===== src/tlqs_pkg.sv =====
package tlqs_pkg;

	localparam int TASK_ID_W  = 4;
	localparam int NUM_IDS    = 16;
	localparam int OP_W       = 3;
	localparam int BURST_W    = 16;
	localparam int IO_W       = 4;
	localparam int THR_W      = 16;
	localparam int SLICE_W    = 8;
	localparam int CFG_DATA_W = 16;
	localparam int CFG_IDX_W  = 1;
	localparam int SHARE_W    = 3;

	localparam int MAX_TASKS_DEF = 16;

	localparam logic [THR_W-1:0]   THR_RESET   = 16'd5;
	localparam logic [SLICE_W-1:0] SLICE_RESET = 8'd2;

	// foreground turns per share cycle, and the last count before wrap
	localparam logic [SHARE_W-1:0] FORE_TURNS = 3'd4;
	localparam logic [SHARE_W-1:0] SHARE_LAST = 3'd4;

	typedef enum logic [OP_W-1:0] {
		OP_ARRIVE   = 3'd0,
		OP_REQUEUE  = 3'd1,
		OP_COMPLETE = 3'd2,
		OP_BLOCK    = 3'd3,
		OP_TICK     = 3'd4
	} op_t;

	typedef enum logic [CFG_IDX_W-1:0] {
		REG_LONG_THRESHOLD = 1'b0,
		REG_SLICE_LENGTH   = 1'b1
	} reg_idx_t;

	typedef enum logic [2:0] {
		ST_IDLE,
		ST_EXEC,
		ST_PICK,
		ST_ROTATE,
		ST_LOAD,
		ST_DONE
	} state_t;

	typedef struct packed {
		logic latch;
		logic arrive;
		logic requeue;
		logic share_inc;
		logic share_adv;
		logic slice_inc;
		logic slice_zero;
		logic pick;
		logic rotate;
		logic load;
		logic publish;
	} cmd_t;

	typedef struct packed {
		op_t  op;
		logic id_ok;
		logic running;
		logic slice_hit;
		logic pick_found;
		logic turn_found;
		logic out_busy;
	} stat_t;

endpackage


===== src/tlqs_ram.sv =====
module tlqs_ram #(
	parameter int WIDTH = tlqs_pkg::TASK_ID_W,
	parameter int DEPTH = tlqs_pkg::MAX_TASKS_DEF
) (
	input  logic                     clk,
	input  logic                     we,
	input  logic [$clog2(DEPTH)-1:0] waddr,
	input  logic [WIDTH-1:0]         wdata,
	input  logic [$clog2(DEPTH)-1:0] raddr,
	output logic [WIDTH-1:0]         rdata
);

	logic [WIDTH-1:0] mem_q [DEPTH];
	logic [WIDTH-1:0] rdata_q;

	always_ff @(posedge clk) begin
		if (we) begin
			mem_q[waddr] <= wdata;
		end
		rdata_q <= mem_q[raddr];
	end

	assign rdata = rdata_q;

endmodule


===== src/tlqs_ctrl.sv =====
module tlqs_ctrl (
	input  logic            clk,
	input  logic            arst_n,
	input  logic            event_valid,
	output logic            event_stall,
	input  tlqs_pkg::stat_t st,
	output tlqs_pkg::cmd_t  cmd
);

	import tlqs_pkg::*;

	state_t state_q;
	state_t state_next;

	always_ff @(posedge clk or negedge arst_n) begin
		if (!arst_n) begin
			state_q <= ST_IDLE;
		end else begin
			state_q <= state_next;
		end
	end

	always_comb begin
		state_next = state_q;
		case (state_q)
			ST_IDLE: begin
				if (event_valid) state_next = ST_EXEC;
			end
			ST_EXEC: begin
				case (st.op)
					OP_COMPLETE, OP_BLOCK: begin
						state_next = st.running ? ST_PICK : ST_DONE;
					end
					OP_TICK: begin
						if (!st.running) state_next = ST_PICK;
						else if (st.slice_hit) state_next = ST_ROTATE;
						else state_next = ST_DONE;
					end
					default: state_next = ST_DONE;
				endcase
			end
			ST_PICK: begin
				state_next = st.pick_found ? ST_LOAD : ST_DONE;
			end
			ST_ROTATE: begin
				state_next = st.turn_found ? ST_LOAD : ST_DONE;
			end
			ST_LOAD: begin
				state_next = ST_DONE;
			end
			ST_DONE: begin
				if (!st.out_busy) state_next = ST_IDLE;
			end
			default: state_next = ST_IDLE;
		endcase
	end

	always_comb begin
		cmd = '0;
		event_stall = (state_q != ST_IDLE);
		case (state_q)
			ST_IDLE: begin
				cmd.latch = event_valid;
			end
			ST_EXEC: begin
				case (st.op)
					OP_ARRIVE:   cmd.arrive = st.id_ok;
					OP_REQUEUE:  cmd.requeue = st.id_ok;
					OP_COMPLETE: cmd.share_inc = st.running;
					OP_BLOCK:    cmd.share_adv = st.running;
					OP_TICK: begin
						if (st.running && st.slice_hit) begin
							cmd.share_adv  = 1'b1;
							cmd.slice_zero = 1'b1;
						end else if (st.running) begin
							cmd.slice_inc = 1'b1;
						end
					end
					default: ;
				endcase
			end
			ST_PICK:   cmd.pick = 1'b1;
			ST_ROTATE: cmd.rotate = 1'b1;
			ST_LOAD:   cmd.load = 1'b1;
			ST_DONE:   cmd.publish = !st.out_busy;
			default: ;
		endcase
	end

endmodule


===== src/tlqs_datapath.sv =====
module tlqs_datapath #(
	parameter int MAX_TASKS = tlqs_pkg::MAX_TASKS_DEF
) (
	input  logic                              clk,
	input  logic                              arst_n,
	input  tlqs_pkg::cmd_t                    cmd,
	output tlqs_pkg::stat_t                   st,
	input  logic [tlqs_pkg::OP_W-1:0]         op,
	input  logic [tlqs_pkg::TASK_ID_W-1:0]    task_id,
	input  logic [tlqs_pkg::BURST_W-1:0]      burst_total,
	input  logic [tlqs_pkg::IO_W-1:0]         io_count,
	input  logic                              cfg_we,
	input  logic [tlqs_pkg::CFG_IDX_W-1:0]    cfg_index,
	input  logic [tlqs_pkg::CFG_DATA_W-1:0]   cfg_data,
	input  logic                              status_stall,
	output logic                              status_valid,
	output logic                              running_valid,
	output logic [tlqs_pkg::TASK_ID_W-1:0]    running_id,
	output logic                              running_class,
	output logic                              fore_empty,
	output logic                              back_empty,
	output logic                              dropped
);

	import tlqs_pkg::*;

	localparam int PTR_W  = $clog2(MAX_TASKS);
	localparam int CNT_W  = $clog2(MAX_TASKS + 1);
	localparam int SUM_W  = CNT_W + 1;
	localparam int PROD_W = THR_W + IO_W + 1;

	// latched event word
	op_t                  op_q;
	logic [TASK_ID_W-1:0] id_q;
	logic [BURST_W-1:0]   burst_q;
	logic [IO_W-1:0]      io_q;

	logic [THR_W-1:0]   thr_q;
	logic [SLICE_W-1:0] slen_q;

	logic [PTR_W-1:0] fore_head_q, back_head_q;
	logic [CNT_W-1:0] fore_cnt_q, back_cnt_q;
	logic             sel_fore_q;

	logic [TASK_ID_W-1:0] run_task_q;
	logic                 run_flag_q;
	logic                 run_class_q;
	logic [SHARE_W-1:0]   share_q;
	logic [SLICE_W-1:0]   slice_q;
	logic                 drop_q;
	logic                 class_q [NUM_IDS];

	logic                 out_valid_q;
	logic                 out_rv_q;
	logic [TASK_ID_W-1:0] out_id_q;
	logic                 out_class_q;
	logic                 out_fe_q;
	logic                 out_be_q;
	logic                 out_drop_q;

	logic [TASK_ID_W-1:0] fore_rdata, back_rdata, pop_id;
	logic [TASK_ID_W-1:0] cls_raddr;
	logic                 cls_rd;
	logic                 fore_nz, back_nz, share_lt, turn_nz;
	logic [IO_W:0]        ios_plus;
	logic [PROD_W-1:0]    limit;
	logic                 class_new;
	logic                 push_en, push_fore, push_ok;
	logic [TASK_ID_W-1:0] push_id;
	logic                 pop_en, pop_fore;
	logic                 fore_we, back_we;
	logic [SUM_W-1:0]     fore_sum, back_sum;
	logic [PTR_W-1:0]     fore_tail, back_tail;
	logic [SHARE_W-1:0]   share_inc;

	assign fore_nz  = (fore_cnt_q != '0);
	assign back_nz  = (back_cnt_q != '0);
	assign share_lt = (share_q < FORE_TURNS);
	assign turn_nz  = share_lt ? fore_nz : back_nz;
	assign share_inc = (share_q == SHARE_LAST) ? '0 : share_q + 1'b1;

	// classification: long when burst exceeds threshold times (io count + 1)
	assign ios_plus  = {1'b0, io_q} + 1'b1;
	assign limit     = PROD_W'(thr_q) * PROD_W'(ios_plus);
	assign class_new = !(PROD_W'(burst_q) > limit);

	assign pop_id    = sel_fore_q ? fore_rdata : back_rdata;
	assign cls_raddr = cmd.load ? pop_id : id_q;
	assign cls_rd    = class_q[cls_raddr];

	always_comb begin
		push_en   = 1'b0;
		push_fore = 1'b0;
		push_id   = id_q;
		if (cmd.arrive) begin
			push_en   = 1'b1;
			push_fore = class_new;
		end else if (cmd.requeue) begin
			push_en   = 1'b1;
			push_fore = cls_rd;
		end else if (cmd.rotate && turn_nz) begin
			push_en   = 1'b1;
			push_fore = run_class_q;
			push_id   = run_task_q;
		end
	end

	assign push_ok = push_fore ? (fore_cnt_q != CNT_W'(MAX_TASKS))
	                           : (back_cnt_q != CNT_W'(MAX_TASKS));
	assign fore_we = push_en && push_ok && push_fore;
	assign back_we = push_en && push_ok && !push_fore;

	always_comb begin
		pop_en   = 1'b0;
		pop_fore = 1'b0;
		if (cmd.pick) begin
			pop_en   = fore_nz || back_nz;
			pop_fore = share_lt ? fore_nz : !back_nz;
		end else if (cmd.rotate) begin
			pop_en   = turn_nz;
			pop_fore = share_lt;
		end
	end

	assign fore_sum  = SUM_W'(fore_head_q) + SUM_W'(fore_cnt_q);
	assign back_sum  = SUM_W'(back_head_q) + SUM_W'(back_cnt_q);
	assign fore_tail = (fore_sum >= SUM_W'(MAX_TASKS)) ?
		PTR_W'(fore_sum - SUM_W'(MAX_TASKS)) : PTR_W'(fore_sum);
	assign back_tail = (back_sum >= SUM_W'(MAX_TASKS)) ?
		PTR_W'(back_sum - SUM_W'(MAX_TASKS)) : PTR_W'(back_sum);

	tlqs_ram #(.WIDTH(TASK_ID_W), .DEPTH(MAX_TASKS)) u_fore_ram (
		.clk   (clk),
		.we    (fore_we),
		.waddr (fore_tail),
		.wdata (push_id),
		.raddr (fore_head_q),
		.rdata (fore_rdata)
	);

	tlqs_ram #(.WIDTH(TASK_ID_W), .DEPTH(MAX_TASKS)) u_back_ram (
		.clk   (clk),
		.we    (back_we),
		.waddr (back_tail),
		.wdata (push_id),
		.raddr (back_head_q),
		.rdata (back_rdata)
	);

	always_ff @(posedge clk) begin
		if (cmd.latch) begin
			op_q    <= op_t'(op);
			id_q    <= task_id;
			burst_q <= burst_total;
			io_q    <= io_count;
		end
		if (cmd.arrive) begin
			class_q[id_q] <= class_new;
		end
		if (cmd.publish) begin
			out_rv_q    <= run_flag_q;
			out_id_q    <= run_flag_q ? run_task_q : '0;
			out_class_q <= run_flag_q && run_class_q;
			out_fe_q    <= !fore_nz;
			out_be_q    <= !back_nz;
			out_drop_q  <= drop_q;
		end
	end

	always_ff @(posedge clk or negedge arst_n) begin
		if (!arst_n) begin
			thr_q  <= THR_RESET;
			slen_q <= SLICE_RESET;
		end else if (cfg_we) begin
			case (reg_idx_t'(cfg_index))
				REG_LONG_THRESHOLD: thr_q  <= cfg_data[THR_W-1:0];
				REG_SLICE_LENGTH:   slen_q <= cfg_data[SLICE_W-1:0];
				default: ;
			endcase
		end
	end

	always_ff @(posedge clk or negedge arst_n) begin
		if (!arst_n) begin
			fore_head_q <= '0;
			back_head_q <= '0;
			fore_cnt_q  <= '0;
			back_cnt_q  <= '0;
			sel_fore_q  <= 1'b0;
		end else begin
			fore_cnt_q <= fore_cnt_q + CNT_W'(fore_we) - CNT_W'(pop_en && pop_fore);
			back_cnt_q <= back_cnt_q + CNT_W'(back_we) - CNT_W'(pop_en && !pop_fore);
			if (pop_en) begin
				sel_fore_q <= pop_fore;
				if (pop_fore) begin
					fore_head_q <= (fore_head_q == PTR_W'(MAX_TASKS - 1)) ?
						'0 : fore_head_q + 1'b1;
				end else begin
					back_head_q <= (back_head_q == PTR_W'(MAX_TASKS - 1)) ?
						'0 : back_head_q + 1'b1;
				end
			end
		end
	end

	always_ff @(posedge clk or negedge arst_n) begin
		if (!arst_n) begin
			run_task_q  <= '0;
			run_flag_q  <= 1'b0;
			run_class_q <= 1'b0;
			share_q     <= '0;
			slice_q     <= '0;
			drop_q      <= 1'b0;
			out_valid_q <= 1'b0;
		end else begin
			if (cmd.latch) begin
				drop_q <= 1'b0;
			end else if (push_en && !push_ok) begin
				drop_q <= 1'b1;
			end

			// keep the running class in step with the table
			if (cmd.arrive && (id_q == run_task_q)) begin
				run_class_q <= class_new;
			end

			if (cmd.share_inc) begin
				share_q <= share_inc;
			end else if (cmd.share_adv) begin
				share_q <= run_class_q ? share_inc : '0;
			end else if (cmd.load && !cls_rd) begin
				share_q <= '0;
			end

			if (cmd.slice_inc) begin
				slice_q <= slice_q + 1'b1;
			end else if (cmd.slice_zero || cmd.pick) begin
				slice_q <= '0;
			end else if (cmd.rotate && !turn_nz) begin
				slice_q <= SLICE_W'(1);
			end else if (cmd.load && (op_q == OP_TICK)) begin
				slice_q <= SLICE_W'(1);
			end

			if (cmd.pick && !(fore_nz || back_nz)) begin
				run_flag_q <= 1'b0;
				run_task_q <= '0;
			end else if (cmd.load) begin
				run_flag_q  <= 1'b1;
				run_task_q  <= pop_id;
				run_class_q <= cls_rd;
			end

			if (cmd.publish) begin
				out_valid_q <= 1'b1;
			end else if (!status_stall) begin
				out_valid_q <= 1'b0;
			end
		end
	end

	always_comb begin
		st            = '0;
		st.op         = op_q;
		st.id_ok      = (32'(id_q) < MAX_TASKS);
		st.running    = run_flag_q;
		st.slice_hit  = (slice_q == slen_q);
		st.pick_found = fore_nz || back_nz;
		st.turn_found = turn_nz;
		st.out_busy   = out_valid_q && status_stall;
	end

	assign status_valid  = out_valid_q;
	assign running_valid = out_rv_q;
	assign running_id    = out_id_q;
	assign running_class = out_class_q;
	assign fore_empty    = out_fe_q;
	assign back_empty    = out_be_q;
	assign dropped       = out_drop_q;

endmodule


===== src/two_level_queue_scheduler.sv =====
// channel   direction  handshake                    word
// event     in         event_valid / event_stall    op, task_id, burst_total, io_count
// status    out        status_valid / status_stall  running_valid .. dropped
// config    in         cfg_we                       cfg_index, cfg_data
//
// an event passes through the states idle, exec and done (enqueue, tick inside the slice, complete or
// block while idle, unused codes); a pick or slice expiry also passes through pick or rotate, and one
// that dequeues through load as well: one step per state, and a dequeue waits for the ram read.
// reset clears queue counts, the running task and counters; queue rams and class table are unset.
// event_stall stays high until the status word is written to its register, and that
// write waits while the previous word is still held by status_stall.
module two_level_queue_scheduler #(
	parameter int MAX_TASKS = tlqs_pkg::MAX_TASKS_DEF
) (
	input  logic                              clk,
	input  logic                              arst_n,
	input  logic                              event_valid,
	output logic                              event_stall,
	input  logic [tlqs_pkg::OP_W-1:0]         op,
	input  logic [tlqs_pkg::TASK_ID_W-1:0]    task_id,
	input  logic [tlqs_pkg::BURST_W-1:0]      burst_total,
	input  logic [tlqs_pkg::IO_W-1:0]         io_count,
	output logic                              status_valid,
	input  logic                              status_stall,
	output logic                              running_valid,
	output logic [tlqs_pkg::TASK_ID_W-1:0]    running_id,
	output logic                              running_class,
	output logic                              fore_empty,
	output logic                              back_empty,
	output logic                              dropped,
	input  logic                              cfg_we,
	input  logic [tlqs_pkg::CFG_IDX_W-1:0]    cfg_index,
	input  logic [tlqs_pkg::CFG_DATA_W-1:0]   cfg_data
);

	import tlqs_pkg::*;

	cmd_t  cmd;
	stat_t st;

	tlqs_ctrl u_ctrl (
		.clk         (clk),
		.arst_n      (arst_n),
		.event_valid (event_valid),
		.event_stall (event_stall),
		.st          (st),
		.cmd         (cmd)
	);

	tlqs_datapath #(.MAX_TASKS(MAX_TASKS)) u_datapath (
		.clk           (clk),
		.arst_n        (arst_n),
		.cmd           (cmd),
		.st            (st),
		.op            (op),
		.task_id       (task_id),
		.burst_total   (burst_total),
		.io_count      (io_count),
		.cfg_we        (cfg_we),
		.cfg_index     (cfg_index),
		.cfg_data      (cfg_data),
		.status_stall  (status_stall),
		.status_valid  (status_valid),
		.running_valid (running_valid),
		.running_id    (running_id),
		.running_class (running_class),
		.fore_empty    (fore_empty),
		.back_empty    (back_empty),
		.dropped       (dropped)
	);

	// one event in flight at a time
	a_one_in_flight: assert property (@(posedge clk) disable iff (!arst_n)
		(event_valid && !event_stall) |=> event_stall)
		else $error("event taken while another is in flight");

	a_latch_on_accept: assert property (@(posedge clk) disable iff (!arst_n)
		cmd.latch |-> (event_valid && !event_stall))
		else $error("event word latched without a handshake");

	a_publish_free: assert property (@(posedge clk) disable iff (!arst_n)
		cmd.publish |-> !st.out_busy)
		else $error("status word overwritten while stalled");

	a_idle_fields: assert property (@(posedge clk) disable iff (!arst_n)
		(status_valid && !running_valid) |-> (running_id == '0 && !running_class))
		else $error("idle status carries a task");

endmodule


===== config.mk =====
export PLATFORM = sky130hd
export DESIGN_NAME = two_level_queue_scheduler
export DESIGN_NICKNAME = d
export VERILOG_FILES = /design/src/tlqs_pkg.sv /design/src/tlqs_ram.sv /design/src/tlqs_ctrl.sv /design/src/tlqs_datapath.sv /design/src/two_level_queue_scheduler.sv
export SDC_FILE = /design/constraint.sdc
export NUM_CORES = 1
export LEC_CHECK = 0
export ABC_AREA = 1
export BUFFER_PORTS_ARGS = -buffer_cell sky130_fd_sc_hd__buf_2
export CAP_MARGIN = 5
export CELL_PAD_IN_SITES_DETAIL_PLACEMENT = 2
export CELL_PAD_IN_SITES_GLOBAL_PLACEMENT = 2
export CORE_AREA = 2 2 199 201
export DETAILED_ROUTE_END_ITERATION = 10
export DIE_AREA = 0 0 201 203
export PLACE_DENSITY = 0.91
export REMOVE_ABC_BUFFERS = 1
export SLEW_MARGIN = 25
export SYNTH_ARGS = -nofsm -noshare
export SYNTH_HDL_FRONTEND = slang
export SYNTH_HIERARCHICAL = 1
export SYNTH_SLANG_ARGS = --single-unit

===== constraint.sdc =====
create_clock -name clk -period 7.6 [get_ports clk]
set_input_delay 1.52 -clock clk [delete_from_list [all_inputs] [get_ports clk]]
set_output_delay 1.52 -clock clk [all_outputs]
set_load 0.01 [all_outputs]

==> metrics.md, run 1 <==
| Metric | Value |
|---|---|
| CP arrival | `7.93 ns` |
| Number of distinct library cells after synthesis | `51` |
| Final setup violating endpoints | `0` |
| Most Frequent Cell on Critical Path | `nand2_1` |
| Vias post-DR | `12,300` |
| Nets | `1,937` |
| Largest net degree at the start of global routing | `66` |
| Largest family of logic cells by synthesized area | `simple AND/OR/NAND/NOR gates` |
| Ys async rst share | `25.7%` |
| Placer Congestion | `0.822` |
| First-pass detailed-route iteration total | `7` |
| Hold WS | `0.463 ns` |
| Fin crit share | `98.1%` |
| Compound-Gate Fraction of Synth Area | `4.42%` |
| DRT met1 WL | `21.1 mm` |
| Crit path largest cell delay | `0.62 ns` |
| Synth area leader | `edfxtp_1` |
| Skew-Pair Late Insertion Delay | `0.62 ns` |
| Run status | `finished clean` |
| CTS H-tree depth | `1` |
| Area Overhead vs Synth | `14.3%` |
| Seq/Total Area, Yosys | `48.4%` |
| Post-Syn Area | `14,900 um2` |
| Simple-Gate Fraction of Synth Area | `22.2%` |
| Total power | `7.00 mW` |
| Overall routing resource usage | `25.6%` |
| PwrDens | `412 nW/um2` |
| Die span in y | `203 um` |
| Count leader, synth | `nand2_1` |
| TNS Setup | `0 ns` |
| DRC | `0` |
| R2R Setup Slk | `0.15 ns` |
| Detailed placement HPWL | `35.5 mm` |
| Gr ovfl total | `0` |
| Synth area leaders | `edfxtp_1 36%, nand2_1 11%, dfrtp_1 10%, inv_1 8.7%, fa_1 6.2%` |
| Fill cell total of the finished layout | `4,221` |
| Worst slew margin | `29.7%` |
| Proportion of layout cells with a drive suffix above 1 | `11.6%` |
| Total leakage power | `7.97 nW` |
| Register area | `7200 um2` |
| Via density | `5.30` |
| Area of the multi-input gates | `6340 um2` |
| Met2 wire len | `29.5 mm` |
| Highest Signal Layer | `met4` |
| Initial core utilization | `38.7%` |
| I/O pin count | `60` |
| Adder-Cell Fraction of Synth Area | `12.0%` |
| Die width | `201 um` |
| CTS buffer count | `30` |
| Initial DRC count | `634` |
| Post-synth top cells | `430 x nand2_1, 344 x inv_1, 180 x edfxtp_1` |
| Clock Sinks | `253` |
| Avg Cell Area, Syn | `8.73 um2` |
| Root Driver | `clkbuf_16` |
| Share of the synthesized area in the top cell type | `36.3%` |
| Critical Path Fanout Max | `13` |
| Worst setup path class | `register to register` |
| Min Tclk post-route | `7.45 ns` |
| VDD IR-drop max | `198 uV` |
| RR Startpoint | `u_datapath/io_q[0]` |
| I/O Buffers | `59` |
| Yosys warns | `6` |
| Worst path required time | `8.08 ns` |
| Synth Instances | `1,705` |
| Top FF cell, synth | `edfxtp_1` |
| Crit path from | `u_datapath/io_q[0]` |
| Final instance area | `17,000 um2` |
| Hold buffer count at CTS | `0` |
| Max Fclk | `0.134 GHz` |
| EDFF count, synth | `180` |
| Area after DPL | `15,700 um2` |
| Final ANT Viol Nets | `0` |
| Core Area | `38,500 um2` |
| Die area | `40,800 um2` |
| Critical path's top delay family | `adder cells` |
| Final hold vios | `0` |
| CTS tree | `built` |
| Row count | `72` |
| Total of max-cap violations | `0` |
| Hold Crit Start | `u_datapath/drop_q` |
| Skew final | `0.0541 ns` |
| CP endpoint kind | `register` |
| Tightest Pin Transition | `1.05 ns` |
| CTS Buffer Depth | `3` |
| First-pass GRT wire length | `81.0 mm` |
| CP Launch Type | `register` |
| Worst path bufs/invs | `7` |
| Mux cell area share after synthesis | `0.0673%` |
| Worst hold path class | `register to register` |
| Final Max Slew Viols | `0` |
| Met3 wire len | `1.96 mm` |
| Drt wl/cell | `23.8 um` |
| Clock transition at the registers of the reported paths | `0.07 ns` |
| Critical-path top delay cell | `fa_1` |
| Antenna violations before repair | `1` |
| Final WL | `55.0 mm` |
| Xor and xnor area share after synthesis | `2.12%` |
| Number of global-route vias before repair | `14,100` |
| Seq cells post-synth | `253` |
==> flip-flops by register name, indices dropped and copies added (netlist names), 5 cells and up <==
signal,count
u_datapath/u_fore_ram/mem_q,64
u_datapath/burst_q,16
u_datapath/back_cnt_q,5
u_datapath/thr_q,16
u_datapath/fore_cnt_q,5
u_datapath/slen_q,8
u_datapath/slice_q,8
u_datapath/class_q,16
u_datapath/u_back_ram/mem_q,64
==> kinds of logic after synthesis <==
| kind of cell | Yosys count |
|---|---|
| other cells | 1 |
| fa+ha+maj | 115 |
| simple gates | 789 |
| flops | 253 |
| buf+inv | 391 |
| mux | 1 |
| xor+xnor | 36 |
| compound gates | 119 |
==> path summary, 6_finish.rpt <==
check | end | cells after the start
setup / recovery | u_datapath/back_cnt_q[4] | 40
hold / removal | u_datapath/dropped | 0
setup reg to reg | u_datapath/back_cnt_q[4] | 40
hold reg to reg | u_datapath/dropped | 0
max in group asynchronous | u_datapath/back_head_q[3] | 2
min in group asynchronous | u_datapath/status_valid | 2
==> repair_timing <==
action / in CTS / in global routing
buffers inserted: 2 / 6
gates resized for setup: 12 / 39
endpoints found under the setup margin: 2 / 11
cloned: 0 / 0
pin swaps: 1 / 9
==> metrics by stage <==
stage / setup WS [ns] / cells / util (%)
after floorplan: 1.10 / 1667 / -
after global placement: 0.439 / 2249 / 40.7
after detailed placement: -0.247 / 2249 / 40.7
after CTS: 0.0121 / 2307 / 43.6
after global routing: -0.238 / 2315 / 44.2
final: 0.148 / 2316 / 44.2
==> per-layer routing <==
metal	vias up	track usage, %
met2	341	49.2
met5	-	0
met4	0	9.81
met1	6282	28.6
met3	164	3.60
li1	5498	-
==> worst register-to-register path, delay by kind of cell, from the launching register on <==
kind,cells,cell delay (ns)
XOR/XNOR,2,0.38
flip-flops,1,0.49
buffers and inverters,7,0.54
AND/OR/NAND/NOR,17,1.85
adder cells (fa/ha/maj),9,3.36
AO/OA/AOI/OAI,5,0.76
==> layout by cell type (no fill, tap or decap), types with 23 or more instances in the layout <==
| master | Yosys | layout |
|---|---|---|
| a21oi_1 | 39 | 39 |
| buf_2 | 5 | 59 |
| clkbuf_16 | 0 | 31 |
| dfrtp_1 | 62 | 62 |
| edfxtp_1 | 180 | 180 |
| fa_1 | 46 | 45 |
| ha_1 | 69 | 62 |
| inv_1 | 344 | 340 |
| nand2_1 | 430 | 427 |
| nand3_1 | 154 | 151 |
| nor2_1 | 156 | 141 |
| o21ai_0 | 56 | 50 |
| xnor2_1 | 25 | 23 |
==> power breakdown <==
group          switching, mW  internal [mW]
combinational           2.42           1.16
sequential             0.183           1.72
clock                  0.643          0.872
total                   3.25           3.76
==> final cells by class <==
type | instances | share of cell area, %
Sequential cell | 253 | 42.3
Multi-Input combinational cell | 1061 | 37.3
Inverter | 353 | 7.96
Clock buffer | 44 | 5.38
Tap cell | 518 | 3.81
Timing Repair Buffer | 74 | 2.56
Clock inverter | 12 | 0.721
Antenna cell | 1 | 0.0147
No activity file was read; power rests on OpenSTA's default activity.
==> run 2, diff against run 1 <==
--- a/config.mk
+++ b/config.mk
@@ -10,9 +10,11 @@
 export CAP_MARGIN = 5
 export CELL_PAD_IN_SITES_DETAIL_PLACEMENT = 2
 export CELL_PAD_IN_SITES_GLOBAL_PLACEMENT = 2
-export CORE_AREA = 2 2 199 201
+export CORE_AREA = 2 2 178 224
 export DETAILED_ROUTE_END_ITERATION = 10
-export DIE_AREA = 0 0 201 203
+export DIE_AREA = 0 0 180 226
+export GPL_TIMING_DRIVEN = 0
+export HOLD_SLACK_MARGIN = 0.02
 export PLACE_DENSITY = 0.91
 export REMOVE_ABC_BUFFERS = 1
 export SLEW_MARGIN = 25
==> metrics.md, run 2 (same netlist as run 1, synthesis figures left out) <==
| Metric | Value |
|---|---|
| Regs by FF count | `u_datapath/u_back_ram/mem_q (64), u_datapath/u_fore_ram/mem_q (64) (unchanged)` |
| Worst setup path class | `register to register (unchanged)` |
| Skew-Pair Late Insertion Delay | `0.57 ns (was 0.62 ns)` |
| Leading cell type in the layout, fill and taps excluded | `nand2_1 (unchanged)` |
| Tightest Pin Transition | `0.999 ns (was 1.05 ns)` |
| Max Fclk | `0.136 GHz (was 0.134 GHz)` |
| Die area | `40,700 um2 (was 40,800 um2)` |
| Clock power frac | `19.0% (was 21.6%)` |
| Total leakage power | `7.89 nW (was 7.97 nW)` |
| Run status | `finished clean (unchanged)` |
| PwrDens | `396 nW/um2 (was 412 nW/um2)` |
| R2R Setup Slk | `0.22 ns (was 0.15 ns)` |
| Row count | `81 (was 72)` |
| VDD IR-drop max | `195 uV (was 198 uV)` |
| Antenna violations before repair | `0 (was 1)` |
| Die span in y | `226 um (was 203 um)` |
| I/O Buffers | `59 (unchanged)` |
| Clock Sinks | `253 (unchanged)` |
| GR Util met2 | `48.1% (was 49.2%)` |
| Worst hold path class | `register to register (unchanged)` |
| Core Area | `38,600 um2 (was 38,500 um2)` |
| Final setup margin | `0.223 ns (was 0.148 ns)` |
| Final ANT Viol Nets | `0 (unchanged)` |
| Nets | `1,937 (unchanged)` |
| Int Pwr | `3.57 mW (was 3.76 mW)` |
| Setup WS pre-CTS | `-0.699 ns (was -0.247 ns)` |
| CTS H-tree depth | `1 (unchanged)` |
| Worst path required time | `8.04 ns (was 8.08 ns)` |
| Vias post-DR | `11,900 (was 12,300)` |
| Total of max-cap violations | `0 (unchanged)` |
| Number of global-route vias before repair | `13,800 (was 14,100)` |
| Placer Congestion | `0.829 (was 0.822)` |
| Area after DPL | `15,800 um2 (was 15,700 um2)` |
| Fin crit share | `97.1% (was 98.1%)` |
| I/O pin count | `60 (unchanged)` |
| ANT cells | `0 (was 1)` |
| Min Tclk post-route | `7.38 ns (was 7.45 ns)` |
| Fill cell total of the finished layout | `4,222 (was 4,221)` |
| Crit path largest cell delay | `0.59 ns (was 0.62 ns)` |
| Gate power share | `51.8% (was 51.2%)` |
| Largest net degree at the start of global routing | `39 (was 66)` |
| Detailed placement HPWL | `34.4 mm (was 35.5 mm)` |
| CP Launch Type | `register (unchanged)` |
| CTS Buffer Depth | `3 (unchanged)` |
| Area Overhead vs Synth | `13.2% (was 14.3%)` |
| Commonest non-fill, non-tap cells in the layout | `425 x nand2_1, 341 x inv_1, 180 x edfxtp_1 (was 427 x nand2_1, 340 x inv_1, 180 x edfxtp_1)` |
| First-pass detailed-route iteration total | `5 (was 7)` |
| Switching pwr | `3.11 mW (was 3.25 mW)` |
| Worst slew margin | `31.7% (was 29.7%)` |
| Final instance area | `16,800 um2 (was 17,000 um2)` |
| Drt wl/cell | `21.6 um (was 23.8 um)` |
| First-pass GRT wire length | `75.0 mm (was 81.0 mm)` |
| Skew final | `0.0127 ns (was 0.0541 ns)` |
| Final hold vios | `0 (unchanged)` |
| Top Usage Layer GRT | `met2 (unchanged)` |
| CTS tree | `built (unchanged)` |
| Root Driver | `clkbuf_16 (unchanged)` |
| Grt met1 use | `24.2% (was 28.6%)` |
| Overall routing resource usage | `23.6% (was 25.6%)` |
| Final setup violating endpoints | `0 (unchanged)` |
| Final WL | `49.5 mm (was 55.0 mm)` |
| Hold buffer count at CTS | `0 (unchanged)` |
| Critical Path Fanout Max | `13 (unchanged)` |
| DRC | `0 (unchanged)` |
| Most Frequent Cell on Critical Path | `inv_1 (was nand2_1)` |
| Clock transition at the registers of the reported paths | `0.06 ns (was 0.07 ns)` |
| Initial DRC count | `519 (was 634)` |
| Seq pwr share | `29.2% (was 27.2%)` |
| Initial core utilization | `38.5% (was 38.7%)` |
| Proportion of layout cells with a drive suffix above 1 | `10.9% (was 11.6%)` |
| Die width | `180 um (was 201 um)` |
| CP arrival | `7.82 ns (was 7.93 ns)` |
| CP endpoint kind | `register (unchanged)` |
| Met3 usage | `2.87% (was 3.60%)` |
| Via density | `5.18 (was 5.30)` |
| Gr ovfl total | `0 (unchanged)` |
| Critical-path top delay cell | `fa_1 (unchanged)` |
| Sw frac | `46.5% (was 46.4%)` |
| Final Max Slew Viols | `0 (unchanged)` |
| CTS buffer count | `28 (was 30)` |
## run 2: cell count changes in the layout (fill, tap and decap cells not counted), sizes merged
cell | previous run | this run
buf | 74 | 76
bufinv | 1 | 0
clkbuf | 44 | 36
clkinv | 8 | 14
clkinvlp | 2 | 1
diode | 1 | 0
## run 2: worst max-delay path: cells and delay by family, from the launching register on
family / cells / cell delay [ns]
flip-flops: 1 / 0.47
XOR/XNOR: 3 / 0.54
AND/OR/NAND/NOR: 17 / 1.73
adder cells (fa/ha/maj): 9 / 3.35
buffers and inverters: 8 / 0.62
AO/OA/AOI/OAI: 3 / 0.51
## run 2: layer usage
metal	up-vias	part of all wire [%]
met5	-	0
met4	0	4.1
met3	118	2.9
met2	226	57
met1	6047	36
li1	5494	-
## run 2: through the flow
stage / total power, mW / std cells / util, % / hold slack, ns / setup TNS [ns]
floorplan: 4.03 / 1667 / - / 0.425 / 0
global placement: 4.85 / 2224 / 40.2 / 0.435 / -0.109
detailed placement: 5.19 / 2231 / 40.8 / 0.461 / -4.12
CTS: 6.58 / 2287 / 43.1 / 0.476 / 0
global route: 7.18 / 2293 / 43.6 / 0.483 / -0.229
finish: 6.68 / 2293 / 43.6 / 0.469 / 0
## run 2: cell type report
class / instances / area [um2] / share of cell area (%)
well taps: 498 / 623 / 3.70
multi-input cells: 1061 / 6300 / 37.4
clock buffers: 36 / 752 / 4.46
inverters: 353 / 1350 / 8.03
flip-flops and latches: 253 / 7200 / 42.7
repair buffers: 76 / 536 / 3.18
clock inverters: 16 / 83.8 / 0.498
## run 2: path summary, 6_finish.rpt
kind | cells past startpoint | endpoint | from
worst min register to register | 0 | u_datapath/dropped | u_datapath/drop_q
worst min-delay path | 0 | u_datapath/dropped | u_datapath/drop_q
worst max register to register | 40 | u_datapath/back_cnt_q[4] | u_datapath/io_q[0]
max in group asynchronous | 2 | u_datapath/thr_q[0] | arst_n
worst max-delay path | 40 | u_datapath/back_cnt_q[4] | u_datapath/io_q[0]
min in group asynchronous | 1 | u_datapath/thr_q[14] | arst_n
## run 2: repair_timing
action                                  in CTS  in global routing
hold endpoints to repair                     0                  0
buffers inserted                             4                  6
pin swaps                                    3                  9
resized for setup                           11                 35
endpoints found under the setup margin      60                  5
## run 2: power by group through the flow
stage | clock network, mW | registers (mW) | logic (mW)
2_1_floorplan | 0 | 1.88 | 2.15
6_report | 1.27 | 1.95 | 3.46
3_5_place_dp | 0 | 1.96 | 3.22
5_1_grt | 1.36 | 1.97 | 3.86
3_3_place_gp | 0 | 1.96 | 2.90
4_1_cts | 1.31 | 1.94 | 3.33
==> run 3, diff against run 2 <==
--- a/config.mk
+++ b/config.mk
@@ -5,17 +5,17 @@
 export SDC_FILE = /design/constraint.sdc
 export NUM_CORES = 1
 export LEC_CHECK = 0
-export ABC_AREA = 1
+export ABC_AREA = 0
 export BUFFER_PORTS_ARGS = -buffer_cell sky130_fd_sc_hd__buf_2
 export CAP_MARGIN = 5
 export CELL_PAD_IN_SITES_DETAIL_PLACEMENT = 2
 export CELL_PAD_IN_SITES_GLOBAL_PLACEMENT = 2
-export CORE_AREA = 2 2 178 224
+export CORE_AREA = 2 2 172 216
 export DETAILED_ROUTE_END_ITERATION = 10
-export DIE_AREA = 0 0 180 226
+export DIE_AREA = 0 0 174 218
 export GPL_TIMING_DRIVEN = 0
 export HOLD_SLACK_MARGIN = 0.02
-export PLACE_DENSITY = 0.91
+export PLACE_DENSITY = 0.85
 export REMOVE_ABC_BUFFERS = 1
 export SLEW_MARGIN = 25
 export SYNTH_ARGS = -nofsm -noshare
==> metrics.md, run 3 <==
| Metric | Value |
|---|---|
| Run status | `finished, violations left (was finished clean)` |
| Failing checks | `negative setup slack` |
| Fin crit share | `104% (was 97.1%)` |
| EDFF count, synth | `180 (unchanged)` |
| Tightest Pin Transition | `1.13 ns (was 0.999 ns)` |
| Commonest non-fill, non-tap cells in the layout | `180 x edfxtp_1, 85 x inv_1, 61 x nor2_1 (was 425 x nand2_1, 341 x inv_1, 180 x edfxtp_1)` |
| Skew final | `0.0221 ns (was 0.0127 ns)` |
| Hold WS | `0.465 ns (was 0.469 ns)` |
| Compound-Gate Fraction of Synth Area | `6.69% (was 4.42%)` |
| Initial core utilization | `39.3% (was 38.5%)` |
| Die area | `37,900 um2 (was 40,700 um2)` |
| Initial DRC count | `507 (was 519)` |
| Regs by FF count | `u_datapath/u_back_ram/mem_q (64), u_datapath/u_fore_ram/mem_q (64) (unchanged)` |
| Worst slew margin | `23.4% (was 31.7%)` |
| Final Max Slew Viols | `0 (unchanged)` |
| Min Tclk post-route | `7.88 ns (was 7.38 ns)` |
| Die width | `174 um (was 180 um)` |
| Row count | `78 (was 81)` |
| Placer Congestion | `0.780 (was 0.829)` |
| Synth area leaders | `edfxtp_1 38%, dfrtp_1 11%, fa_1 6.5%, ha_1 6.1%, mux4_1 5.2% (was edfxtp_1 36%, nand2_1 11%, dfrtp_1 10%, inv_1 8.7%, fa_1 6.2%)` |
| Util after Layout | `46.4% (was 43.6%)` |
| Nets | `1,379 (was 1,937)` |
| CTS buffer count | `28 (unchanged)` |
| Total power | `7.33 mW (was 6.68 mW)` |
| I/O pin count | `60 (unchanged)` |
| Layout Cells excl Fill | `1,718 (was 2,293)` |
| Fill cell total of the finished layout | `3,507 (was 4,222)` |
| RSZ-0062 raised after global routing | `yes` |
| Final hold vios | `0 (unchanged)` |
| Post-Syn Area | `14,100 um2 (was 14,900 um2)` |
| DRC | `0 (unchanged)` |
| Core Area | `35,900 um2 (was 38,600 um2)` |
| Worst hold path class | `register to register (unchanged)` |
| Clock Sinks | `253 (unchanged)` |
| Ys async rst share | `25.7% (unchanged)` |
| Area of the multi-input gates | `6870 um2 (was 6300 um2)` |
| Max Fclk | `0.127 GHz (was 0.136 GHz)` |
| Critical Path Fanout Max | `6 (was 13)` |
| CP Launch Type | `register (unchanged)` |
| CTS H-tree depth | `1 (unchanged)` |
| Simple-Gate Fraction of Synth Area | `13.3% (was 22.2%)` |
| Top FF cell, synth | `edfxtp_1 (unchanged)` |
| Number of distinct library cells after synthesis | `76 (was 51)` |
| Leading cell type in the layout, fill and taps excluded | `edfxtp_1 (was nand2_1)` |
| Total of max-cap violations | `0 (unchanged)` |
| Total leakage power | `6.39 nW (was 7.89 nW)` |
| Post-synth top cells | `180 x edfxtp_1, 104 x inv_1, 70 x nor2_1 (was 430 x nand2_1, 344 x inv_1, 180 x edfxtp_1)` |
| Worst path required time | `8.11 ns (was 8.04 ns)` |
| Skew-Pair Late Insertion Delay | `0.59 ns (was 0.57 ns)` |
| Seq/Total Area, Yosys | `51.0% (was 48.4%)` |
| Count leader, synth | `edfxtp_1 (was nand2_1)` |
| Register area | `7200 um2 (unchanged)` |
| Yosys warns | `6 (unchanged)` |
| Synth area leader | `edfxtp_1 (unchanged)` |
| Via density | `5.69 (was 5.18)` |
| Drt wl/cell | `28.2 um (was 21.6 um)` |
| Crit path largest cell delay | `0.55 ns (was 0.59 ns)` |
| Die span in y | `218 um (was 226 um)` |
| Critical-path top delay cell | `fa_1 (unchanged)` |
| Hold buffer count at CTS | `0 (unchanged)` |
| Setup WS pre-CTS | `-1.37 ns (was -0.699 ns)` |
| First-pass GRT wire length | `68.1 mm (was 75.0 mm)` |
| Antenna violations before repair | `1 (was 0)` |
| Avg Cell Area, Syn | `12.6 um2 (was 8.73 um2)` |
| CP endpoint kind | `register (unchanged)` |
| Largest net degree at the start of global routing | `43 (was 39)` |
| Final setup margin | `-0.284 ns (was 0.223 ns)` |
| Detailed placement HPWL | `28.7 mm (was 34.4 mm)` |
| Xor and xnor area share after synthesis | `2.67% (was 2.12%)` |
| Largest family of logic cells by synthesized area | `simple AND/OR/NAND/NOR gates (unchanged)` |
| Share of the synthesized area in the top cell type | `38.3% (was 36.3%)` |
| Final WL | `48.5 mm (was 49.5 mm)` |
| First-pass detailed-route iteration total | `5 (unchanged)` |
| Cells after DPL | `1,633 (was 2,231)` |
| Adder-Cell Fraction of Synth Area | `12.6% (was 12.0%)` |
| Root Driver | `clkbuf_16 (unchanged)` |
| Worst setup path class | `register to register (unchanged)` |
| I/O Buffers | `59 (unchanged)` |
| CTS tree | `built (unchanged)` |
| PwrDens | `440 nW/um2 (was 396 nW/um2)` |
| Clock transition at the registers of the reported paths | `0.07 ns (was 0.06 ns)` |
| Synth Instances | `1,120 (was 1,705)` |
| CP arrival | `8.40 ns (was 7.82 ns)` |
| Proportion of layout cells with a drive suffix above 1 | `23.8% (was 10.9%)` |
| Final ANT Viol Nets | `0 (unchanged)` |
| Vias post-DR | `9,778 (was 11,900)` |
| Mux cell area share after synthesis | `9.64% (was 0.0673%)` |
| Final setup violating endpoints | `16 (was 0)` |
| VDD IR-drop max | `191 uV (was 195 uV)` |
| Seq cells post-synth | `253 (unchanged)` |
| Gr ovfl total | `0 (unchanged)` |
| CTS Buffer Depth | `3 (unchanged)` |
| Overall routing resource usage | `23.6% (about the same)` |
| Number of global-route vias before repair | `11,200 (was 13,800)` |
| Area Overhead vs Synth | `17.9% (was 13.2%)` |
## run 3: cell types whose count changed after synthesis, moves of 31 or more
cell / previous run / this run
nand2_1: 430 / 55
inv_1: 344 / 104
nand3_1: 154 / 34
nor2_1: 156 / 70
and2_1: 0 / 49
mux2_2: 0 / 31
nand2b_1: 0 / 31
## run 3: power breakdown
group          switching [mW]  total [mW]  internal, mW
Sequential              0.279        2.00          1.72
Clock                   0.604        1.43         0.828
Combinational            2.34        3.90          1.57
## run 3: logic make-up (layout without fill, tap and decap cells)
family,after synthesis,in the layout
multiplexers,80,80
XOR/XNOR,43,43
AO/OA/AOI/OAI,146,146
buffers and inverters,135,252
adder cells (fa/ha/maj),115,115
flip-flops,253,253
AND/OR/NAND/NOR,347,347
other,1,2
## run 3: path summary, 6_finish.rpt
path                                    start                        to  slack, ns  depth (start not counted)
setup / recovery           u_datapath/io_q[0]  u_datapath/back_cnt_q[4]      -0.28                         37
hold / removal              u_datapath/drop_q        u_datapath/dropped       0.47                          0
setup reg to reg           u_datapath/io_q[0]  u_datapath/back_cnt_q[4]      -0.28                         37
hold reg to reg             u_datapath/drop_q        u_datapath/dropped       0.47                          0
max in group asynchronous              arst_n       u_datapath/thr_q[2]       6.18                          2
min in group asynchronous              arst_n       u_datapath/thr_q[3]       0.83                          1
## run 3: worst max-delay path, delay by kind of cell, from the launching register on
kind	cells	cell delay (ns)
compound gates	7	1.37
xor+xnor	2	0.25
fa+ha+maj	9	3.07
buf+inv	9	0.87
flops	1	0.53
simple gates	10	1.67
## run 3: cell type report
cell class / instances / area share, %
inverters: 104 / 2.39
clock buffers: 41 / 4.99
repair buffers: 96 / 3.73
multi-input cells: 732 / 41.3
diodes: 1 / 0.0150
flip-flops and latches: 253 / 43.2
well taps: 480 / 3.61
clock inverters: 11 / 0.789
## run 3: metal layers
metal  vias to the layer above  global-route usage, %  routed length (um)
met5                         -                      0                  13
met4                         2                   11.9                2670
met3                       162                   3.21                1690
met2                       288                   45.4               26800
met1                      5099                   25.1               17300
li1                       4227                      -                   -
## run 3: what timing repair did
| item | CTS | global route |
|---|---|---|
| buffers inserted | 19 | 13 |
| endpoints found under the setup margin | 156 | 136 |
| resized for setup | 42 | 82 |
| pin swaps | 24 | 62 |
## run 3: metrics by stage
stage	area (um2)	TNS, ns
6_report	16700	-1.36
3_3_place_gp	14800	-113.60
2_1_floorplan	13900	0
4_1_cts	16300	-0.000420
3_5_place_dp	15000	-106.66
5_1_grt	16700	-18.77
